--- src/hdl/sbq_pkg.sv ---
package sbq_pkg;

  // Number of audio channels carried by one frame (left, right).
  localparam int CHANNELS = 2;
  localparam int LEFT = 0;
  localparam int RIGHT = 1;

  // Default arithmetic sizes.
  localparam int SAMPLE_WIDTH_DEF = 24;
  localparam int COEF_WIDTH_DEF = 32;
  localparam int COEF_FRAC_BITS_DEF = 29;

  // Coefficient register file.
  localparam int NUM_COEFS = 5;
  localparam int COEF_IDX_W = $clog2(NUM_COEFS);

  typedef enum logic [COEF_IDX_W-1:0] {
    IDX_B0 = 3'd0,
    IDX_B1 = 3'd1,
    IDX_B2 = 3'd2,
    IDX_A1 = 3'd3,
    IDX_A2 = 3'd4
  } coef_idx_t;

  // Handshake controls that the top level hands to every lane.
  typedef struct packed {
    logic accept;   // a new frame enters the product stage
    logic advance;  // the product stage moves to the output register
    logic s1_full;  // the product stage holds a frame right now
  } lane_ctl_t;

  // Bus data is 32 bits unless a coefficient needs more.
  function automatic int apb_data_w(input int coef_w);
    return (coef_w > 32) ? 64 : 32;
  endfunction

  // Byte address bits below the register index.
  function automatic int apb_stride_bits(input int coef_w);
    return (coef_w > 32) ? 3 : 2;
  endfunction

  function automatic int apb_addr_w(input int coef_w);
    return COEF_IDX_W + apb_stride_bits(coef_w);
  endfunction

endpackage

--- src/hdl/sbq_regs.sv ---
module sbq_regs #(
  parameter int COEF_WIDTH = sbq_pkg::COEF_WIDTH_DEF,
  parameter int COEF_FRAC_BITS = sbq_pkg::COEF_FRAC_BITS_DEF
) (
  input  logic clk,
  input  logic rst,
  input  logic psel,
  input  logic penable,
  input  logic pwrite,
  input  logic [sbq_pkg::apb_addr_w(COEF_WIDTH)-1:0] paddr,
  input  logic [sbq_pkg::apb_data_w(COEF_WIDTH)-1:0] pwdata,
  output logic [sbq_pkg::apb_data_w(COEF_WIDTH)-1:0] prdata,
  output logic signed [COEF_WIDTH-1:0] coef [sbq_pkg::NUM_COEFS]
);

  localparam int DataW = sbq_pkg::apb_data_w(COEF_WIDTH);
  localparam int AddrW = sbq_pkg::apb_addr_w(COEF_WIDTH);
  localparam int StrideBits = sbq_pkg::apb_stride_bits(COEF_WIDTH);
  localparam int IdxW = sbq_pkg::COEF_IDX_W;

  logic [IdxW-1:0] idx;
  logic            wr_en;
  logic            idx_ok;

  assign idx    = paddr[AddrW-1:StrideBits];
  assign idx_ok = (idx < IdxW'(sbq_pkg::NUM_COEFS));
  assign wr_en  = psel && penable && pwrite && idx_ok;

  // The feedforward gain on the current sample resets to unity, the rest to zero.
  always_ff @(posedge clk) begin
    if (rst) begin
      for (int i = 0; i < sbq_pkg::NUM_COEFS; i++) begin
        coef[i] <= '0;
      end
      coef[sbq_pkg::IDX_B0] <= COEF_WIDTH'(1) << COEF_FRAC_BITS;
    end else if (wr_en) begin
      coef[idx] <= pwdata[COEF_WIDTH-1:0];
    end
  end

  always_comb begin
    prdata = '0;
    if (idx_ok) begin
      prdata = DataW'(coef[idx]);
    end
  end

endmodule

--- config.mk ---
export PLATFORM = sky130hd
export DESIGN_NAME = sbq_regs
export DESIGN_NICKNAME = d
export VERILOG_FILES = /design/src/hdl/sbq_pkg.sv /design/src/hdl/sbq_regs.sv
export SDC_FILE = /design/constraint.sdc
export NUM_CORES = 1
export LEC_CHECK = 0
export ABC_CLOCK_PERIOD_IN_PS = 3200
export BUFFER_PORTS_ARGS = -buffer_cell sky130_fd_sc_hd__buf_2
export CORE_ASPECT_RATIO = 0.75
export CORE_UTILIZATION = 35
export CTS_BUF_LIST = sky130_fd_sc_hd__clkbuf_4 sky130_fd_sc_hd__clkbuf_8
export CTS_CLUSTER_SIZE = 40
export DETAILED_ROUTE_END_ITERATION = 7
export PLACE_DENSITY = 0.57
export SETUP_SLACK_MARGIN = 0.2
export SLEW_MARGIN = 20
export SYNTH_ARGS = -nofsm -noshare
export SYNTH_HDL_FRONTEND = slang
export SYNTH_SLANG_ARGS = --single-unit
--- constraint.sdc ---
create_clock -name clk -period 3.2 [get_ports clk]
set_input_delay 0.16 -clock clk [delete_from_list [all_inputs] [get_ports clk]]
set_output_delay 0.16 -clock clk [all_outputs]
set_load 0.03 [all_outputs]
==> results.toml, run 1 <==
[placed_design]
routabilityCongestion = 0.729
dpl_cell_area_um2 = 8970
hpwlAfterDp_um = 15200
dp_cells = 1201
io_buffers = 231

[cells_and_area]
finalNonFillerCells = 1235
drive_gt1_share_pct = 30.4
fillers = 2084
reg_top3 = "coef: 160 flops"
area_delta_synth_final_pct = 23.6
num-nets-final = 975
largest_reg_flops = 160
fin_area_um2 = 9390
top_register = "coef"

[setup_path]
start_kind = "input port"
path_cells = "buf_2 -> nor2b_1 -> buf_4 -> o2bb2ai_1 -> o21a_1 -> buf_2"
cpMostUsedCell = "buf_2"
cpMaxStageDelayCell = "nor2b_1"
max_stage_delay_ns = 0.51
critPathCaptureType = "primary output"
crit_family = "buffers and inverters"
crit_buf_inv = 3
criticalPathCategory = "in -> out"
arrival_ns = 1.81
worst_ep_required_time_ns = 3.04
crit_fanout = 22

[synthesis]
synth_ff_type = "dfxtp_1"
syn-num-nets = 772
synth_cell_types = 26
synth_seq_area_share_pct = 42.2
synthCells = 730
synthesis.area_um2 = 7600
synth.yosys.warnings = 0
synth_edf_count = 0
synthArstFlopShare_pct = 0
avgSynthCellArea_um2 = 10.4
ys_ff_latch = 160

[timing]
worst_pin_slew_ns = 0.788
tns_ns = 0
setup-violations-final = 0
fmax_mhz = 509
min_period_ns = 1.97
hold_violations = 0
rsz0062_at_grt = "no"
slew_headroom_pct = 47.5
final-max-slew-violation-count = 0
fin_crit_sh_pct = 61.4
skew_ns = 0

[grt]
grt_antenna_before_repair = 1
grt_max_degree = 194
grt-ovfl-total = 0
grt_usage_pct = 20.8
grt_pass1_vias = 5824
grt_pass1_wl_um = 34500

[power_and_ir_drop]
p_comb_share_pct = 8.8
swShare_pct = 25.8
p_int_mw = 2.92
p_per_area_nw_per_um2 = 420
power_switching_mw = 1.02
power.leakage_nw = 4.79
peakVddDrop_v = 0.000233
clock_power_share_pct = 40.0
seq_power_share_pct = 51.1

[clock_tree]
htree_levels = 4
clk_path_buf_depth = 2
cts_tree = "done"
path_clk_slew_ns = 0.09
cts_buffers = 17
cts.sinks = 160
postCtsHoldBufs = 1
insertion_delay_ns = 0.44
cts_setup_buffers = 0
root_buffer = "clkbuf_8"
postCtsResizedCells = 0

[job]
max-cap-violations = 0

[drt]
wl_um = 23200
vias = 6028
wl_per_cell_um = 18.8
drc = 0
ant_nets = 0
drtPass1Iterations = 5
viasPerCell = 4.88
drt_iter0_markers = 344

[floorplan]
rows = 46
core_area_um2 = 21200
die-area_um2 = 22300
die_h_um = 130
start_util_pct = 35.8
ios = 234
die_w_um = 172

[worst_hold_path]
hp-class = "in -> reg"

[status]
status = "finished, final reports clean"
synth_stat cells (2+ instances only):
cell type | number | area (µm²)
a22oi_1 | 24 | 180
and2_1 | 2 | 12.5
buf_2 | 10 | 50.1
buf_4 | 7 | 52.6
buf_6 | 7 | 78.8
clkbuf_1 | 40 | 150
dfxtp_1 | 160 | 3200
mux2i_1 | 200 | 2000
nand2b_1 | 191 | 1190
nand3b_1 | 25 | 188
nor2_1 | 3 | 11.3
nor2b_1 | 3 | 18.8
o21a_1 | 8 | 60.1
o21ai_0 | 8 | 40.0
o221ai_1 | 24 | 210
o2bb2ai_1 | 8 | 70.1
logic make-up after synthesis:
group	synth area share, %
and+or+nand+nor	19.5
muxes	26.3
DFF	42.2
AOI/OAI and AO/OA	7.38
buffers and inverters	4.61
per-layer routing:
metal / track usage (%) / part of all wire, % / routed length (µm) / vias to the layer above
li1: - / - / - / 2961
met1: 28.5 / 48 / 11200 / 2878
met2: 31.7 / 44 / 10100 / 172
met3: 5.99 / 7.1 / 1640 / 17
met4: 5.99 / 1.1 / 257 / 0
met5: 0 / 0 / 0 / -
worst reg2reg max path: stages (launching register included):
cell and delay (ns):
dfxtp_1 0.40, nand2b_1 0.08, mux2i_1 0.13
worst paths after layout:
check	slack, ns	start	cells past startpoint	to
max	1.23	paddr[4]	6	prdata[16]
min	0.07	pwdata[5]	3	coef[69]
max reg2reg	2.53	coef[21]	2	coef[21]
min reg2reg	0.49	coef[132]	2	coef[132]
final cells by class:
class	instances	area, µm²	area share (%)
well taps	288	360	3.84
clock buffers	19	249	2.65
clock inverters	13	163	1.73
diodes	1	2.50	0.0266
repair buffers	250	1360	14.4
multi-input cells	504	4060	43.2
flip-flops and latches	160	3200	34.1
placed cells by master (no fill, tap or decap), types with 2 or more instances in the layout:
| cell type | n |
|---|---|
| a22oi_1 | 24 |
| and2_1 | 2 |
| buf_12 | 4 |
| buf_2 | 229 |
| buf_4 | 16 |
| bufinv_16 | 3 |
| clkbuf_4 | 2 |
| clkbuf_8 | 17 |
| clkinv_2 | 3 |
| clkinv_4 | 2 |
| clkinvlp_4 | 3 |
| dfxtp_1 | 160 |
| inv_6 | 2 |
| mux2i_1 | 200 |
| nand2_2 | 2 |
| nand2b_1 | 191 |
| nand3b_1 | 25 |
| nor2_1 | 3 |
| nor2b_2 | 2 |
| o21a_1 | 8 |
| o21ai_0 | 8 |
| o221ai_1 | 24 |
| o2bb2ai_1 | 8 |
metrics by stage:
| stage | power, mW | hold slack, ns | setup WS, ns | util, % |
|---|---|---|---|---|
| 3_5_place_dp | 2.41 | 0.459 | 1.19 | 42.2 |
| 6_report | 3.94 | 0.0711 | 1.23 | 44.2 |
| 5_1_grt | 4.09 | 0.0703 | 1.09 | 44.2 |
| 4_1_cts | 3.99 | 0.0490 | 1.18 | 44.2 |
| 3_3_place_gp | 2.41 | 0.446 | 1.17 | 42.2 |
| 2_1_floorplan | 2.29 | 0.327 | 1.52 | - |
power by group through the flow:
stage                     clock (mW)  sequential, mW  combinational (mW)
after global routing            1.70            2.02               0.372
after detailed placement           0            2.06               0.349
after global placement             0            2.06               0.349
after CTS                       1.63            2.02               0.351
final                           1.58            2.02               0.347
after floorplan                    0            2.09               0.202
Note: power is estimated with default switching activity, not from simulation.
==> run 2, diff against run 1 <==
--- a/config.mk
+++ b/config.mk
@@ -5,7 +5,7 @@
 export SDC_FILE = /design/constraint.sdc
 export NUM_CORES = 1
 export LEC_CHECK = 0
-export ABC_CLOCK_PERIOD_IN_PS = 3200
+export ABC_CLOCK_PERIOD_IN_PS = 2060
 export BUFFER_PORTS_ARGS = -buffer_cell sky130_fd_sc_hd__buf_2
 export CORE_ASPECT_RATIO = 0.75
 export CORE_UTILIZATION = 35
==> constraint.sdc (replaced) <==
create_clock -name clk -period 2.06 [get_ports clk]
set_input_delay 0.103 -clock clk [delete_from_list [all_inputs] [get_ports clk]]
set_output_delay 0.103 -clock clk [all_outputs]
set_load 0.03 [all_outputs]
==> run 2 against run 1 <==
  * Sequential share of layout area is 0.59 points lower
  * Cell count is 1.9% higher
  * Combinational power is 64% higher
  * Global-route usage hardly changed
  * Sequential power is 55% higher
  * Final area is 1.8% higher
  * Worst hold slack worse by 0.044 ns
  * Critical endpoint is now prdata[12]
  * Core utilization is 0.78 points higher
  * Largest power group unchanged
  * Flip-flop and latch count stayed put
  * Via count is 2.0% higher
  * Non-clock buffer count is 23 higher
  * Register-to-register slack worse by 1.2 ns
==> results.toml, run 2 (same netlist as run 1, synthesis figures left out) <==
[status]
status = "finished, final reports clean"

[grt]
grt-ovfl-total = 0
grt_pass1_vias = 5811
top_usage_layer = "met2"
grt_max_degree = 102
grt_antenna_before_repair = 1
grt_pass1_wl_um = 34600
met1_usage_pct = 29.1
met2_usage_pct = 31.3
grt_use_met3_pct = 5.50
grt_usage_pct = 20.8

[drt]
viasPerCell = 4.89
wl_per_cell_um = 18.7
drt_iter0_markers = 352
drtPass1Iterations = 4
drc = 0
ant_nets = 0
wl_um = 23500
vias = 6151

[clock_tree]
cts.sinks = 160
cts_setup_buffers = 0
root_buffer = "clkbuf_8"
htree_levels = 4
insertion_delay_ns = 0.45
cts_buffers = 17
postCtsResizedCells = 0
path_clk_slew_ns = 0.09
clk_path_buf_depth = 2
cts_tree = "done"

[cells_and_area]
drive_gt1_share_pct = 31.0
seqCellArea_um2 = 3200
final_common_cell = "buf_2"
num-nets-final = 998
top_register = "coef"
largest_reg_flops = 160
most-common-layout-cells = "buf_2 (229), mux2i_1 (200), nand2b_1 (191)"
fillers = 2089
multi_input_area_um2 = 4060
finalNonFillerCells = 1258
reg_top3 = "coef: 160 flops"
area_delta_synth_final_pct = 25.8

[setup_path]
critPathCaptureType = "primary output"
r2r_slack_ns = 1.37
worst_ep_required_time_ns = 1.96
criticalPathCategory = "in -> out"
crit_start = "paddr[4]"
arrival_ns = 1.62
start_kind = "input port"
ff2ff_path_depth = 2
crit_path_end = "prdata[12]"
timing.rr.end = "coef[142]"
rr_startpoint = "coef[142]"
crit_fanout = 16

[timing]
slew_headroom_pct = 51.6
rsz0062_at_grt = "no"
fmax_mhz = 580
min_period_ns = 1.72
final-max-slew-violation-count = 0
worst_pin_slew_ns = 0.726
fin_crit_sh_pct = 83.7
tns_ns = 0
holdWs_ns = 0.0271
skew_ns = 0
setup-violations-final = 0
hold_violations = 0

[placed_design]
hpwlAfterDp_um = 15500
dp_cells = 1213
io_buffers = 231
routabilityCongestion = 0.735

[power_and_ir_drop]
power.leakage_nw = 4.88
p_per_area_nw_per_um2 = 639
peakVddDrop_v = 0.000336

[floorplan]
rows = 46
die_h_um = 130
die_w_um = 172
core_area_um2 = 21200
die-area_um2 = 22300
start_util_pct = 35.8
ios = 234

[worst_hold_path]
hp-class = "in -> reg"

[job]
max-cap-violations = 0
==> run 2: where the power goes <==
part	switching, mW	internal, mW	total (mW)
Clock	1.25	1.16	2.41
Combinational	0.345	0.224	0.569
Sequential	0.0195	3.11	3.13
Total	1.61	4.50	6.11
==> run 2: per-stage QoR <==
stage	util, %	power (mW)	setup WS [ns]	instance area (µm²)
after floorplan	-	3.56	0.493	7600
after global placement	42.5	3.76	0.288	9030
after detailed placement	42.5	3.76	0.307	9030
after CTS	45.0	6.18	0.291	9550
after global routing	45.0	6.33	0.261	9550
final	45.0	6.11	0.336	9560
==> run 2: critical path, stage by stage <==
cell and delay, ns:
buf_2 0.33, buf_4 0.30, nor2b_1 0.22, buf_4 0.18, o2bb2ai_1 0.13, o21a_1 0.14
buf_2 0.20
==> run 2: metal layers <==
layer	up-vias	part of all wire, %
met5	-	0
met4	0	1.2
met3	20	6.2
met2	185	43
met1	2940	50
li1	3006	-
==> run 2: worst min-delay path by stage <==
| stage | from | to | slack [ns] | depth (start not counted) |
|---|---|---|---|---|
| floorplan | pwdata[29] | coef[157] | 0.27 | 2 |
| global placement | pwdata[29] | coef[157] | 0.39 | 3 |
| detailed placement | pwdata[29] | coef[157] | 0.39 | 3 |
| CTS | pwdata[24] | coef[56] | 0.005 | 3 |
| global route | pwdata[24] | coef[88] | 0.02 | 3 |
| finish | pwdata[25] | coef[57] | 0.03 | 3 |
==> run 2: layout make-up <==
type / instances / share of cell area [%]
Antenna cell: 1 / 0.0262
Timing Repair Buffer: 273 / 16.0
Clock inverter: 12 / 1.39
Sequential cell: 160 / 33.5
Clock buffer: 20 / 2.81
Tap cell: 288 / 3.77
Multi-Input combinational cell: 504 / 42.5
==> run 2: timing repair <==
| item | CTS | global route |
|---|---|---|
| endpoints found under the setup margin | 0 | 0 |
| hold endpoints to repair | 38 | 0 |
| hold buffers | 12 | 0 |
==> run 3, diff against run 2 <==
--- a/config.mk
+++ b/config.mk
@@ -5,7 +5,7 @@
 export SDC_FILE = /design/constraint.sdc
 export NUM_CORES = 1
 export LEC_CHECK = 0
-export ABC_CLOCK_PERIOD_IN_PS = 2060
+export ABC_CLOCK_PERIOD_IN_PS = 1600
 export BUFFER_PORTS_ARGS = -buffer_cell sky130_fd_sc_hd__buf_2
 export CORE_ASPECT_RATIO = 0.75
 export CORE_UTILIZATION = 35
==> constraint.sdc (replaced) <==
create_clock -name clk -period 1.6 [get_ports clk]
set_input_delay 0.08 -clock clk [delete_from_list [all_inputs] [get_ports clk]]
set_output_delay 0.08 -clock clk [all_outputs]
set_load 0.03 [all_outputs]
==> run 3 against run 2 <==
  * Worst setup slack worse by 0.15 ns
  * Register-to-register slack worse by 0.54 ns
  * Global-route usage up 0.39 points
  * Clock skew unchanged
  * Sequential power up 29%
  * Non-clock buffer count up 51
  * Critical path depth down 3
  * Combinational power up 57%
  * Critical path type is now reg -> out
  * Critical endpoint unchanged
  * Highest routed layer unchanged
==> results.toml, run 3 (same netlist as run 1, synthesis figures left out) <==
[placed_design]
routabilityCongestion = 0.758
io_buffers = 231
dpl_cell_area_um2 = 9220
hpwlAfterDp_um = 15000

[setup_path]
criticalPathCategory = "reg -> out"
cpMaxStageDelayCell = "dfxtp_2"
arrival_ns = 1.33
critPathCaptureType = "primary output"
crit_buf_inv = 1
path_cells = "mux2i_1 -> o21ai_1 -> o21a_1 -> buf_6"
crit_fanout = 3
crit_family = "flip-flops"
start_kind = "flop"
worst_ep_required_time_ns = 1.52
max_stage_delay_ns = 0.36

[cells_and_area]
insertedDiodeCount = 0
top_register = "coef"
largest_reg_flops = 160
final_common_cell = "mux2i_1"
most-common-layout-cells = "mux2i_1 (197), buf_2 (195), nand2b_1 (191)"
fin_area_um2 = 10700
area_delta_synth_final_pct = 41.1
drive_gt1_share_pct = 47.0
reg_top3 = "coef: 160 flops"
num-nets-final = 1049

[drt]
drc = 0
vias = 6426
viasPerCell = 4.91
ant_nets = 0
drtPass1Iterations = 4
wl_per_cell_um = 18.5
wl_um = 24200
drt_iter0_markers = 343

[clock_tree]
path_clk_slew_ns = 0.09
insertion_delay_ns = 0.44
cts.sinks = 160
htree_levels = 4
cts_tree = "done"
cts_buffers = 17
clk_path_buf_depth = 2
root_buffer = "clkbuf_8"

[job]
max-cap-violations = 0

[floorplan]
core_area_um2 = 21200
die-area_um2 = 22300
ios = 234
start_util_pct = 35.8
rows = 46
die_h_um = 130
die_w_um = 172

[timing]
worst_pin_slew_ns = 0.481
rsz0062_at_grt = "yes"
skew_ns = 0
hold_violations = 0
min_period_ns = 1.41
setup-violations-final = 0
fmax_mhz = 708
final-max-slew-violation-count = 0
tns_ns = 0
slew_headroom_pct = 67.9
fin_crit_sh_pct = 88.2

[grt]
grt_pass1_vias = 6030
grt-ovfl-total = 0
grt_pass1_wl_um = 35300
grt_max_degree = 72
grt_usage_pct = 21.2
grt_antenna_before_repair = 0

[status]
status = "finished, final reports clean"

[worst_hold_path]
hp-class = "in -> reg"

[power_and_ir_drop]
peakVddDrop_v = 0.000462
p_per_area_nw_per_um2 = 756
power.leakage_nw = 5.33
[run 3: changes by cell type in the layout (fill, tap and decap cells not counted), moves of 31 or more]
cell,delta
buf_2,-34
buf_4,+31
dfxtp_1,-114
dfxtp_2,+112
[run 3: area by class of cell]
cell class	count	area (µm²)
fillers	1971	10500
multi-input cells	504	4240
flip-flops and latches	160	3350
repair buffers	324	2350
well taps	288	360
clock buffers	23	285
clock inverters	9	134
[run 3: where the power goes]
group / internal [mW] / switching, mW / total (mW)
clock: 1.67 / 1.50 / 3.18
sequential: 4.01 / 0.0250 / 4.03
combinational: 0.404 / 0.488 / 0.892
total: 6.08 / 2.01 / 8.10
[run 3: metal layers]
metal,vias to the layer above,share of wire (%),routed length (µm),track usage (%)
li1,3108,-,-,-
met1,3101,47,11500,28.3
met2,202,45,10900,33.9
met3,15,6.9,1680,5.71
met4,0,0.75,181,5.15
met5,-,0,0,0
[run 3: worst reg2reg max path, delay by kind of cell, from the launching register on]
| family | cells | cell delay, ns |
|---|---|---|
| mux | 1 | 0.17 |
| simple gates | 1 | 0.06 |
| flops | 1 | 0.36 |
| buf+inv | 1 | 0.11 |
[run 3: worst paths after layout]
| kind | from | to | slack (ns) | depth (start not counted) |
|---|---|---|---|---|
| worst max-delay path | coef[44] | prdata[12] | 0.19 | 4 |
| worst min-delay path | pwdata[13] | coef[13] | 0.02 | 3 |
| worst max register to register | coef[83] | coef[83] | 0.83 | 3 |
| worst min register to register | coef[136] | coef[136] | 0.48 | 2 |
[run 3: through the flow]
stage	setup slack (ns)	cells	utilization (%)	hold slack (ns)	total power, mW
after floorplan	0.0790	730	-	0.247	4.59
after global placement	0.149	1210	43.4	0.364	4.87
after detailed placement	0.125	1210	43.4	0.379	4.87
after CTS	0.158	1294	49.0	0.00618	8.16
after global routing	0.101	1308	50.5	0.0194	8.41
final	0.188	1308	50.5	0.0238	8.10
[run 3: what timing repair did]
| action | 4_1_cts | 5_1_grt |
|---|---|---|
| buffers inserted | 18 | 14 |
| cloned | 3 | 0 |
| endpoints found under the hold margin | 133 | 0 |
| setup endpoints to repair | 32 | 32 |
| pin swaps | 8 | 13 |
| resized for setup | 117 | 86 |
| hold buffers | 31 | 0 |
